[config.mk]
export PLATFORM = sky130hd
export DESIGN_NAME = thread_work_rate_monitor_core
export DESIGN_NICKNAME = d
export VERILOG_FILES = /design/src/rtl/core/twrm_pkg.sv /design/src/rtl/core/twrm_ctrl.sv /design/src/rtl/core/twrm_dpath.sv /design/src/rtl/core/thread_work_rate_monitor_core.sv
export SDC_FILE = /design/constraint.sdc
export NUM_CORES = 2
export LEC_CHECK = 0
export BUFFER_PORTS_ARGS = -buffer_cell sky130_fd_sc_hd__buf_2
export CORE_ASPECT_RATIO = 0.7
export CORE_MARGIN = 2
export CORE_UTILIZATION = 65
export CTS_BUF_LIST = sky130_fd_sc_hd__clkbuf_2 sky130_fd_sc_hd__clkbuf_4 sky130_fd_sc_hd__clkbuf_8
export DETAILED_ROUTE_END_ITERATION = 10
export PLACE_DENSITY = 0.82
export SYNTH_ARGS = -nofsm -noshare
export SYNTH_HDL_FRONTEND = slang
export SYNTH_SLANG_ARGS = --single-unit
[constraint.sdc]
create_clock -name clock -period 12.5 [get_ports clock]
set_input_delay 0.625 -clock clock [delete_from_list [all_inputs] [get_ports clock]]
set_output_delay 0.625 -clock clock [all_outputs]
set_load 0.05 [all_outputs]
[src/rtl/core/twrm_pkg.sv]
`timescale 1ns / 1ps
`default_nettype none
package twrm_pkg;

   localparam int THREADS = 16;
   localparam int THREAD_W = (THREADS > 1) ? $clog2(THREADS) : 1;
   localparam int SUM_W = 24 + ((THREADS > 1) ? $clog2(THREADS) : 0);

   localparam logic [23:0] RATE_MAX = 24'hFFFFFF;
   localparam logic [35:0] SUM_MAX = 36'hFFFFFFF;
   localparam logic [23:0] RESET_RATE = 24'd65536;
   localparam logic [48:0] K_E_Q16 = 49'd178258;
   localparam logic [23:0] LN2_Q16 = 24'd45426;
   localparam logic [23:0] NEW_W_Q16 = 24'd42598;
   localparam logic [23:0] OLD_W_Q16 = 24'd22938;

   localparam logic REG_INITIAL_RATE = 1'b0;

   localparam int OP_W = 5;
   localparam logic [OP_W-1:0] OP_NONE    = 5'd0;
   localparam logic [OP_W-1:0] OP_LOAD    = 5'd1;
   localparam logic [OP_W-1:0] OP_READ    = 5'd2;
   localparam logic [OP_W-1:0] OP_WAKE    = 5'd3;
   localparam logic [OP_W-1:0] OP_DIV     = 5'd4;
   localparam logic [OP_W-1:0] OP_LOAD_A1 = 5'd5;
   localparam logic [OP_W-1:0] OP_NORM    = 5'd6;
   localparam logic [OP_W-1:0] OP_LOG1    = 5'd7;
   localparam logic [OP_W-1:0] OP_LOG2    = 5'd8;
   localparam logic [OP_W-1:0] OP_MUL1    = 5'd9;
   localparam logic [OP_W-1:0] OP_MUL2    = 5'd10;
   localparam logic [OP_W-1:0] OP_MUL3    = 5'd11;
   localparam logic [OP_W-1:0] OP_MUL4    = 5'd12;
   localparam logic [OP_W-1:0] OP_MUL5    = 5'd13;
   localparam logic [OP_W-1:0] OP_SLEEP   = 5'd14;
   localparam logic [OP_W-1:0] OP_OUT     = 5'd15;

   typedef struct packed {
      logic [OP_W-1:0] op;
   } ctl_type;

   typedef struct packed {
      logic valid;
      logic cmd;
      logic want;
      logic cur;
      logic div_last;
      logic norm_done;
   } sts_type;

   function automatic logic [15:0] lg_frac(input logic [5:0] k);
      logic [15:0] v;
      case (k)
         6'd0: v = 16'd0;      6'd1: v = 16'd1466;   6'd2: v = 16'd2909;
         6'd3: v = 16'd4331;   6'd4: v = 16'd5732;   6'd5: v = 16'd7112;
         6'd6: v = 16'd8473;   6'd7: v = 16'd9814;   6'd8: v = 16'd11136;
         6'd9: v = 16'd12440;  6'd10: v = 16'd13727; 6'd11: v = 16'd14996;
         6'd12: v = 16'd16248; 6'd13: v = 16'd17484; 6'd14: v = 16'd18704;
         6'd15: v = 16'd19909; 6'd16: v = 16'd21098; 6'd17: v = 16'd22272;
         6'd18: v = 16'd23433; 6'd19: v = 16'd24579; 6'd20: v = 16'd25711;
         6'd21: v = 16'd26830; 6'd22: v = 16'd27936; 6'd23: v = 16'd29029;
         6'd24: v = 16'd30109; 6'd25: v = 16'd31178; 6'd26: v = 16'd32234;
         6'd27: v = 16'd33279; 6'd28: v = 16'd34312; 6'd29: v = 16'd35334;
         6'd30: v = 16'd36346; 6'd31: v = 16'd37346; 6'd32: v = 16'd38336;
         6'd33: v = 16'd39316; 6'd34: v = 16'd40286; 6'd35: v = 16'd41246;
         6'd36: v = 16'd42196; 6'd37: v = 16'd43137; 6'd38: v = 16'd44068;
         6'd39: v = 16'd44990; 6'd40: v = 16'd45904; 6'd41: v = 16'd46809;
         6'd42: v = 16'd47705; 6'd43: v = 16'd48593; 6'd44: v = 16'd49472;
         6'd45: v = 16'd50344; 6'd46: v = 16'd51207; 6'd47: v = 16'd52063;
         6'd48: v = 16'd52911; 6'd49: v = 16'd53751; 6'd50: v = 16'd54584;
         6'd51: v = 16'd55410; 6'd52: v = 16'd56229; 6'd53: v = 16'd57040;
         6'd54: v = 16'd57845; 6'd55: v = 16'd58643; 6'd56: v = 16'd59434;
         6'd57: v = 16'd60219; 6'd58: v = 16'd60997; 6'd59: v = 16'd61769;
         6'd60: v = 16'd62534; 6'd61: v = 16'd63294; 6'd62: v = 16'd64047;
         default: v = 16'd64794;
      endcase
      return v;
   endfunction

endpackage
`default_nettype wire

[src/rtl/core/twrm_ctrl.sv]
`timescale 1ns / 1ps
`default_nettype none
module twrm_ctrl (
   input  logic              clock,
   input  logic              reset,
   input  logic              start,
   output logic              busy,
   input  twrm_pkg::sts_type sts,
   output twrm_pkg::ctl_type ctl
);
   import twrm_pkg::*;

   localparam logic [4:0] S_IDLE   = 5'd0;
   localparam logic [4:0] S_READ   = 5'd1;
   localparam logic [4:0] S_DECIDE = 5'd2;
   localparam logic [4:0] S_DIV    = 5'd3;
   localparam logic [4:0] S_LOAD1  = 5'd4;
   localparam logic [4:0] S_NORM1  = 5'd5;
   localparam logic [4:0] S_LOG1   = 5'd6;
   localparam logic [4:0] S_NORM2  = 5'd7;
   localparam logic [4:0] S_LOG2   = 5'd8;
   localparam logic [4:0] S_M1     = 5'd9;
   localparam logic [4:0] S_M2     = 5'd10;
   localparam logic [4:0] S_M3     = 5'd11;
   localparam logic [4:0] S_M4     = 5'd12;
   localparam logic [4:0] S_M5     = 5'd13;
   localparam logic [4:0] S_COMMIT = 5'd14;
   localparam logic [4:0] S_OUT    = 5'd15;

   logic [4:0] state_ff, state_in;

   assign busy = (state_ff != S_IDLE);

   always_comb begin
      state_in = state_ff;
      ctl.op = OP_NONE;
      unique case (state_ff)
         S_IDLE: begin
            if (start) begin
               ctl.op = OP_LOAD;
               state_in = S_READ;
            end
         end
         S_READ: begin
            ctl.op = OP_READ;
            state_in = S_DECIDE;
         end
         S_DECIDE: begin
            if (!sts.valid || sts.cmd || (sts.cur == sts.want)) begin
               state_in = S_OUT;
            end else if (sts.want) begin
               ctl.op = OP_WAKE;
               state_in = S_OUT;
            end else begin
               state_in = S_DIV;
            end
         end
         S_DIV: begin
            ctl.op = OP_DIV;
            if (sts.div_last) state_in = S_LOAD1;
         end
         S_LOAD1: begin
            ctl.op = OP_LOAD_A1;
            state_in = S_NORM1;
         end
         S_NORM1: begin
            ctl.op = OP_NORM;
            if (sts.norm_done) state_in = S_LOG1;
         end
         S_LOG1: begin
            ctl.op = OP_LOG1;
            state_in = S_NORM2;
         end
         S_NORM2: begin
            ctl.op = OP_NORM;
            if (sts.norm_done) state_in = S_LOG2;
         end
         S_LOG2: begin
            ctl.op = OP_LOG2;
            state_in = S_M1;
         end
         S_M1: begin
            ctl.op = OP_MUL1;
            state_in = S_M2;
         end
         S_M2: begin
            ctl.op = OP_MUL2;
            state_in = S_M3;
         end
         S_M3: begin
            ctl.op = OP_MUL3;
            state_in = S_M4;
         end
         S_M4: begin
            ctl.op = OP_MUL4;
            state_in = S_M5;
         end
         S_M5: begin
            ctl.op = OP_MUL5;
            state_in = S_COMMIT;
         end
         S_COMMIT: begin
            ctl.op = OP_SLEEP;
            state_in = S_OUT;
         end
         S_OUT: begin
            ctl.op = OP_OUT;
            state_in = S_IDLE;
         end
         default: state_in = S_IDLE;
      endcase
   end

   always_ff @(posedge clock) begin
      if (reset) state_ff <= S_IDLE;
      else state_ff <= state_in;
   end

endmodule
`default_nettype wire

[src/rtl/core/twrm_dpath.sv]
`timescale 1ns / 1ps
`default_nettype none
module twrm_dpath (
   input  logic              clock,
   input  logic              reset,
   input  twrm_pkg::ctl_type ctl,
   output twrm_pkg::sts_type sts,
   input  logic              cfg_we,
   input  logic [23:0]       cfg_data,
   output logic [23:0]       init_rate,
   input  logic              req_command,
   input  logic [3:0]        req_thread_id,
   input  logic              req_new_state,
   input  logic [31:0]       req_now_us,
   output logic              rsp_valid,
   output logic [3:0]        rsp_thread_out,
   output logic              rsp_state_out,
   output logic [23:0]       rsp_rate_out,
   output logic [27:0]       rsp_rate_sum,
   output logic [31:0]       rsp_last_idle_span
);
   import twrm_pkg::*;

   logic              st_ff   [THREADS];
   logic [31:0]       ct_ff   [THREADS];
   logic [31:0]       isp_ff  [THREADS];
   logic [23:0]       rate_ff [THREADS];
   logic [SUM_W-1:0]  sum_ff, sum_in;
   logic [23:0]       init_ff;

   logic              cmd_ff, want_ff, valid_ff;
   logic [3:0]        id_ff;
   logic [31:0]       now_ff;
   logic [THREAD_W-1:0] idx;

   logic [31:0]       w_ff, w_in;
   logic [32:0]       s_ff, s_in;
   logic [23:0]       old_ff;
   logic [33:0]       rem_ff, rem_in, trial, diff;
   logic [16:0]       q_ff, q_in;
   logic [4:0]        cnt_ff, cnt_in;
   logic              ge;
   logic [48:0]       x_ff, x_in, a1, a2;
   logic [5:0]        sh_ff, sh_in;
   logic [21:0]       lg_cur, lg1_ff, lg1_in, lg2_ff, lg2_in;
   logic [23:0]       ln1_ff, ln1_in;
   logic [47:0]       prod_ff, prod_in, acc_ff, acc_in;
   logic [23:0]       mul_a, mul_b, rnd24;
   logic [47:0]       rnd_full, nr_full;
   logic [23:0]       nr_sat;
   logic [35:0]       sum_x;

   assign idx = THREAD_W'(id_ff);
   assign init_rate = init_ff;

   assign sts.valid     = valid_ff;
   assign sts.cmd       = cmd_ff;
   assign sts.want      = want_ff;
   assign sts.cur       = st_ff[idx];
   assign sts.div_last  = (cnt_ff == 5'd16);
   assign sts.norm_done = x_ff[48];

   assign trial = (cnt_ff == 5'd0) ? rem_ff : {rem_ff[32:0], 1'b0};
   assign ge    = (s_ff != 33'd0) && (trial >= {1'b0, s_ff});
   assign diff  = trial - {1'b0, s_ff};
   assign a1    = K_E_Q16 + 49'(q_ff);
   assign a2    = {s_ff, 16'd0} + K_E_Q16;
   assign lg_cur = {6'(6'd32 - sh_ff), 16'd0} + 22'(lg_frac(x_ff[47:42]));
   assign rnd_full = (prod_ff + 48'd32768) >> 16;
   assign rnd24 = rnd_full[23:0];
   assign nr_full = (acc_ff + prod_ff + 48'd32768) >> 16;
   assign nr_sat = (nr_full > 48'(RATE_MAX)) ? RATE_MAX : nr_full[23:0];
   assign sum_x = 36'(sum_ff);

   always_comb begin
      w_in = w_ff;
      s_in = s_ff;
      rem_in = rem_ff;
      q_in = q_ff;
      cnt_in = cnt_ff;
      x_in = x_ff;
      sh_in = sh_ff;
      lg1_in = lg1_ff;
      lg2_in = lg2_ff;
      ln1_in = ln1_ff;
      acc_in = acc_ff;
      mul_a = 24'd0;
      mul_b = 24'd0;
      sum_in = sum_ff;
      case (ctl.op)
         OP_READ: begin
            w_in = now_ff - ct_ff[idx];
            s_in = {1'b0, w_in} + {1'b0, isp_ff[idx]};
            rem_in = {2'b00, w_in};
            q_in = 17'd0;
            cnt_in = 5'd0;
         end
         OP_DIV: begin
            q_in = {q_ff[15:0], ge};
            rem_in = ge ? diff : trial;
            cnt_in = cnt_ff + 5'd1;
         end
         OP_LOAD_A1: begin
            x_in = a1;
            sh_in = 6'd0;
         end
         OP_NORM: begin
            if (x_ff[48:41] == 8'd0) begin
               x_in = {x_ff[40:0], 8'd0};
               sh_in = sh_ff + 6'd8;
            end else if (!x_ff[48]) begin
               x_in = {x_ff[47:0], 1'b0};
               sh_in = sh_ff + 6'd1;
            end
         end
         OP_LOG1: begin
            lg1_in = lg_cur;
            x_in = a2;
            sh_in = 6'd0;
         end
         OP_LOG2: lg2_in = lg_cur;
         OP_MUL1: begin
            mul_a = 24'(lg1_ff);
            mul_b = LN2_Q16;
         end
         OP_MUL2: begin
            ln1_in = rnd24;
            mul_a = 24'(lg2_ff);
            mul_b = LN2_Q16;
         end
         OP_MUL3: begin
            mul_a = ln1_ff;
            mul_b = rnd24;
         end
         OP_MUL4: begin
            mul_a = rnd24;
            mul_b = NEW_W_Q16;
         end
         OP_MUL5: begin
            acc_in = prod_ff;
            mul_a = old_ff;
            mul_b = OLD_W_Q16;
         end
         OP_SLEEP: sum_in = sum_ff - SUM_W'(old_ff) + SUM_W'(nr_sat);
         default: ;
      endcase
      if (cfg_we) sum_in = SUM_W'(36'(cfg_data) * 36'(THREADS));
      prod_in = mul_a * mul_b;
   end

   always_ff @(posedge clock) begin
      w_ff <= w_in;
      s_ff <= s_in;
      rem_ff <= rem_in;
      q_ff <= q_in;
      cnt_ff <= cnt_in;
      x_ff <= x_in;
      sh_ff <= sh_in;
      lg1_ff <= lg1_in;
      lg2_ff <= lg2_in;
      ln1_ff <= ln1_in;
      acc_ff <= acc_in;
      prod_ff <= prod_in;
      if (ctl.op == OP_READ) old_ff <= rate_ff[idx];
      if (ctl.op == OP_LOAD) begin
         cmd_ff <= req_command;
         id_ff <= req_thread_id;
         want_ff <= req_new_state;
         now_ff <= req_now_us;
         valid_ff <= (32'(req_thread_id) < THREADS);
      end
      if (ctl.op == OP_OUT) begin
         rsp_thread_out <= id_ff;
         rsp_state_out <= valid_ff ? st_ff[idx] : 1'b0;
         rsp_rate_out <= valid_ff ? rate_ff[idx] : 24'd0;
         rsp_last_idle_span <= valid_ff ? isp_ff[idx] : 32'd0;
         rsp_rate_sum <= (sum_x > SUM_MAX) ? SUM_MAX[27:0] : sum_x[27:0];
      end
   end

   always_ff @(posedge clock) begin
      if (reset) begin
         rsp_valid <= 1'b0;
         init_ff <= RESET_RATE;
         sum_ff <= SUM_W'(36'(RESET_RATE) * 36'(THREADS));
         for (int t = 0; t < THREADS; t++) begin
            st_ff[t] <= 1'b0;
            ct_ff[t] <= 32'd0;
            isp_ff[t] <= 32'd0;
            rate_ff[t] <= RESET_RATE;
         end
      end else begin
         rsp_valid <= (ctl.op == OP_OUT);
         sum_ff <= sum_in;
         if (cfg_we) begin
            init_ff <= cfg_data;
            for (int t = 0; t < THREADS; t++) rate_ff[t] <= cfg_data;
         end
         if (ctl.op == OP_WAKE) begin
            isp_ff[idx] <= w_ff;
            ct_ff[idx] <= now_ff;
            st_ff[idx] <= 1'b1;
         end
         if (ctl.op == OP_SLEEP) begin
            rate_ff[idx] <= nr_sat;
            ct_ff[idx] <= now_ff;
            st_ff[idx] <= 1'b0;
         end
      end
   end

endmodule
`default_nettype wire

[src/rtl/core/thread_work_rate_monitor_core.sv]
// channel   | handshake               | payload
// request   | start, busy             | req_command, req_thread_id, req_new_state, req_now_us
// response  | rsp_valid (one cycle)   | rsp_thread_out, rsp_state_out, rsp_rate_out,
//           |                         | rsp_rate_sum, rsp_last_idle_span
// config    | psel, penable, pwrite   | paddr, pwdata, prdata, pready
//
// a query or a no-change item and an idle to working change pass through the read,
// decide and out states to rsp_valid; a working to idle change takes longer, set by the
// 17-step divider, the two leading-one normalizations and the shared multiplier
// busy stays high until the result strobe; reset is synchronous and loads the rates
// the receiver cannot stall: each result is shown for exactly one cycle
`timescale 1ns / 1ps
`default_nettype none
module thread_work_rate_monitor_core (
   input  logic        clock,
   input  logic        reset,
   input  logic        start,
   output logic        busy,
   input  logic        req_command,
   input  logic [3:0]  req_thread_id,
   input  logic        req_new_state,
   input  logic [31:0] req_now_us,
   output logic        rsp_valid,
   output logic [3:0]  rsp_thread_out,
   output logic        rsp_state_out,
   output logic [23:0] rsp_rate_out,
   output logic [27:0] rsp_rate_sum,
   output logic [31:0] rsp_last_idle_span,
   input  logic        psel,
   input  logic        penable,
   input  logic        pwrite,
   input  logic [2:0]  paddr,
   input  logic [31:0] pwdata,
   output logic [31:0] prdata,
   output logic        pready
);
   import twrm_pkg::*;

   ctl_type     ctl;
   sts_type     sts;
   logic        cfg_we;
   logic [23:0] init_rate;

   assign pready = 1'b1;
   assign cfg_we = psel && penable && pwrite && (paddr[2] == REG_INITIAL_RATE);
   assign prdata = (paddr[2] == REG_INITIAL_RATE) ? {8'd0, init_rate} : 32'd0;

   twrm_ctrl u_ctrl (
      .clock (clock),
      .reset (reset),
      .start (start),
      .busy  (busy),
      .sts   (sts),
      .ctl   (ctl)
   );

   twrm_dpath u_dpath (
      .clock              (clock),
      .reset              (reset),
      .ctl                (ctl),
      .sts                (sts),
      .cfg_we             (cfg_we),
      .cfg_data           (pwdata[23:0]),
      .init_rate          (init_rate),
      .req_command        (req_command),
      .req_thread_id      (req_thread_id),
      .req_new_state      (req_new_state),
      .req_now_us         (req_now_us),
      .rsp_valid          (rsp_valid),
      .rsp_thread_out     (rsp_thread_out),
      .rsp_state_out      (rsp_state_out),
      .rsp_rate_out       (rsp_rate_out),
      .rsp_rate_sum       (rsp_rate_sum),
      .rsp_last_idle_span (rsp_last_idle_span)
   );

endmodule
`default_nettype wire

==> parameters.txt <==
Parameter                              Value

Finish
  Layout cells sized above 1    15.0%
  Number of filler instances in the final layout    11800
  Area growth syn-to-layout    8.47%
  Count of nets after finishing    10700

Power
  Sum of internal, switching and leakage power    25800 uW
  Leakage power summed over all cells    0.0491 uW
  Max VDD drop    0.000231 V
  Cell area power density    204 mW/mm^2

Global route
  Total routing usage reported by global routing    38.4%
  Number of global-route vias before repair    80600
  Number of antenna violations at the first check in global routing    28
  Overflow left after global routing    0
  First-pass GRT wire length    511000 um
  Maximum number of pins on one net before global-route repair    118

Status
  Violations in the final reports    capacitance limit, slew limit
  Outcome    finished, violations left

STA
  Setup repair after global routing missed its margin    no
  Time the worst path needs with I/O delays and setup    10.93 ns
  Slew of the pin with the lowest slew margin    1.51 ns
  Final setup fails    0
  Slew headroom    -1.40%
  Tcrit/Tclk final    87.4%
  Final count of hold timing violations    0
  Clock skew    0.120 ns
  Peak Freq    91.5 MHz
  Total negative slack    0 ns
  Final max-slew violation count    8

Detailed routing
  Routed length on met1    129000 um
  Iteration-0 DRC Markers    12400
  Total met2 wirelength after detailed routing    150000 um
  DRT antenna net count    0
  Routed wire length per instance    28.3 um
  DRT Wirelength    349000 um
  Vias per inst    6.57
  Routed length on met3    55000 um
  DRC errors left    0
  Routed via count    80900
  Uppermost layer routed    met5
  First-pass iteration count of the detailed router    6

Yosys
  Adder-cell share of the synthesized area    13.2%
  Synth Warn #    0
  Synthesized-area fraction occupied by ao, oa, aoi and oai cells    7.12%
  Xor-xnor portion of the synthesized cell area    1.89%
  Post-synth top area share    48.1%
  Area of the mapped netlist    0.116 sq mm
  Async set-or-reset flop fraction in the synthesized netlist    0%
  Sequential element share of the synthesized area    50.3%
  Synth top cells by count    sky130_fd_sc_hd__edfxtp_1 (1867), sky130_fd_sc_hd__nand2_1 (1008), sky130_fd_sc_hd__inv_1 (747)
  Distinct cells, synth    87
  Largest cells by area after synthesis    sky130_fd_sc_hd__edfxtp_1 (48%), sky130_fd_sc_hd__fa_1 (8.7%), sky130_fd_sc_hd__mux4_2 (8.6%)
  Simple-gate portion of the synthesized area    13.8%
  Flops & latches, synth    1992
  Combinational family with the most area after synthesis    simple AND/OR/NAND/NOR gates
  Mean Syn Cell Area    12.1 sq um
  Most used flip-flop cell after synthesis    sky130_fd_sc_hd__edfxtp_1
  Gate count after technology mapping    9620
  Post-synthesis mux area share    9.20%
  Number of enable flip-flop cells after synthesis    1867
  Most frequent cell after synthesis    sky130_fd_sc_hd__edfxtp_1
  Cell type with the highest aggregate area in the netlist    sky130_fd_sc_hd__edfxtp_1

Placed design
  IO Port Bufs    183
  Half-perimeter wire length after detailed placement    226000 um
  RePlAce Congestion    1.00

Clocking
  CTS tree    done
  Maximum clock path buffer count    4
  Post-CTS Repair Setup Buffers    0
  Sinks on Clock Net    1992
  Clk root buf    sky130_fd_sc_hd__clkbuf_8
  Number of instances resized during post-cts repair    0
  Clock-pin slew of the registers on the worst-case setup and hold paths    0.06 ns
  Number of buffers created by CTS    317
  Clock latency reported for the late side of the worst-skew pair    1.04 ns
  CTS H-tree lvls    5
  Quantity of hold-fixing buffers added after cts    52

Critical path
  Crit Path Category    register to register
  Minimum setup slack among reg-to-reg paths    1.57 ns
  CP Launch Type    register
  Data required time at the worst endpoint    13.37 ns
  Termination of the worst setup path    u_dpath.prod_ff[46]
  Kind of end point of the critical path    register
  Reg-to-Reg End    u_dpath.prod_ff[46]
  Start of the worst register-to-register path    u_ctrl.state_ff[0]
  R2R depth    29
  CP Launch Point    u_ctrl.state_ff[0]
  Highest-delay cell along the critical path    sky130_fd_sc_hd__a2111oi_0
  Largest driver fanout on the critical path    28
  Maximum single-stage delay on the critical path    0.89 ns
  WP data arrival    11.80 ns

Die
  Number of I/O pins    203
  Area enclosed by the die boundary    0.183 sq mm
  Initial standard-cell utilization of the core    65.7%
  Die Y-Extent    358 um
  Site Rows    129
  Core area    0.177 sq mm
  Die outline width    510 um

Flow run
  Number of max-cap violations    1

Min path
  Worst hold-check path type    input port to register
==> metal layers <==
metal	track usage, %	vias up
met5	0	-
met1	53.6	39700
li1	-	34000
met4	16.0	12
met2	55.3	6202
met3	13.4	988
==> state kept, by name, summed over array words and instances, names as in the netlist, 28 cells and up, named ones only <==
signal                      flops
u_dpath.rem_ff                 34
u_dpath.prod_ff                48
u_dpath.s_ff                   33
u_dpath.ct_ff                 512
u_dpath.x_ff                   49
u_dpath.now_ff                 32
u_dpath.rate_ff               384
u_dpath.isp_ff                512
u_dpath.rsp_last_idle_span     32
u_dpath.rsp_rate_sum           28
u_dpath.sum_ff                 28
u_dpath.w_ff                   32
u_dpath.acc_ff                 48
==> cells by family after synthesis <==
kind of cell / count (synthesis)
AND/OR/NAND/NOR: 3183
adder cells (fa/ha/maj): 919
XOR/XNOR: 251
AO/OA/AOI/OAI: 1375
multiplexers: 508
other: 2
buffers and inverters: 1390
flip-flops: 1992
==> layout make-up <==
| class | instances | area (sq um) | area share (%) |
|---|---|---|---|
| sequential | 1992 | 58600 | 46.4 |
| multi-input combinational | 6245 | 53000 | 41.9 |
| clock buffer | 436 | 5380 | 4.25 |
| tap | 2358 | 2950 | 2.34 |
| timing repair buffer | 420 | 2890 | 2.29 |
| inverter | 751 | 2820 | 2.23 |
| clock inverter | 98 | 689 | 0.546 |
| antenna | 19 | 47.5 | 0.0376 |
==> cells in the final DEF, fill, tap and decap left out, types with 52 or more instances in the layout <==
cell type	instances
sky130_fd_sc_hd__dfxtp_1	121
sky130_fd_sc_hd__fa_1	509
sky130_fd_sc_hd__o21ai_0	502
sky130_fd_sc_hd__edfxtp_1	1867
sky130_fd_sc_hd__a21o_1	156
sky130_fd_sc_hd__ha_1	410
sky130_fd_sc_hd__inv_1	745
sky130_fd_sc_hd__xnor2_1	169
sky130_fd_sc_hd__clkinv_1	65
sky130_fd_sc_hd__buf_4	181
sky130_fd_sc_hd__nand3_1	85
sky130_fd_sc_hd__xor2_1	81
sky130_fd_sc_hd__a21oi_1	300
sky130_fd_sc_hd__buf_2	182
sky130_fd_sc_hd__mux4_2	445
sky130_fd_sc_hd__clkbuf_8	336
sky130_fd_sc_hd__nor2b_1	447
sky130_fd_sc_hd__and2_1	696
sky130_fd_sc_hd__nand2_1	1002
sky130_fd_sc_hd__clkbuf_4	100
sky130_fd_sc_hd__nor2_1	502
sky130_fd_sc_hd__dlygate4sd3_1	52
sky130_fd_sc_hd__nor3_1	78
==> worst max-delay path: cells and delay by family (launching register included) <==
family,cells,cell delay [ns]
simple gates,7,1.85
compound gates,7,3.63
flops,1,0.45
buf+inv,7,1.17
fa+ha+maj,8,3.69
==> worst min-delay path by stage <==
stage                            from            endpoint  depth (start not counted)
finish                     pwdata[21]  u_dpath.sum_ff[25]                          3
CTS                             reset  u_dpath.sum_ff[25]                          2
floorplan           u_dpath.lg_cur[0]   u_dpath.lg1_ff[0]                          0
detailed placement  u_dpath.lg_cur[8]   u_dpath.lg1_ff[8]                          0
global placement    u_dpath.lg_cur[4]   u_dpath.lg1_ff[4]                          0
global route                    reset  u_dpath.sum_ff[22]                          2
==> stage by stage <==
| stage | hold WS, ns | setup slack, ns | std cells | util (%) | instance area, sq um |
|---|---|---|---|---|---|
| 6_report | 0.0858 | 1.57 | 12300 | 71.2 | 126000 |
| 5_1_grt | 0.0718 | 1.35 | 12300 | 71.2 | 126000 |
| 4_1_cts | 0.0000772 | 1.96 | 12300 | 71.2 | 126000 |
| 3_5_place_dp | 0.415 | 2.00 | 11700 | 67.5 | 120000 |
| 3_3_place_gp | 0.411 | 2.23 | 11700 | 67.5 | 120000 |
| 2_1_floorplan | 0.404 | 3.34 | 9627 | - | 117000 |
==> power breakdown <==
part	switching [uW]	internal, uW
Combinational	6630	4330
Clock	2610	2970
Sequential	809	8420
Power figures use the tool's default switching activity.
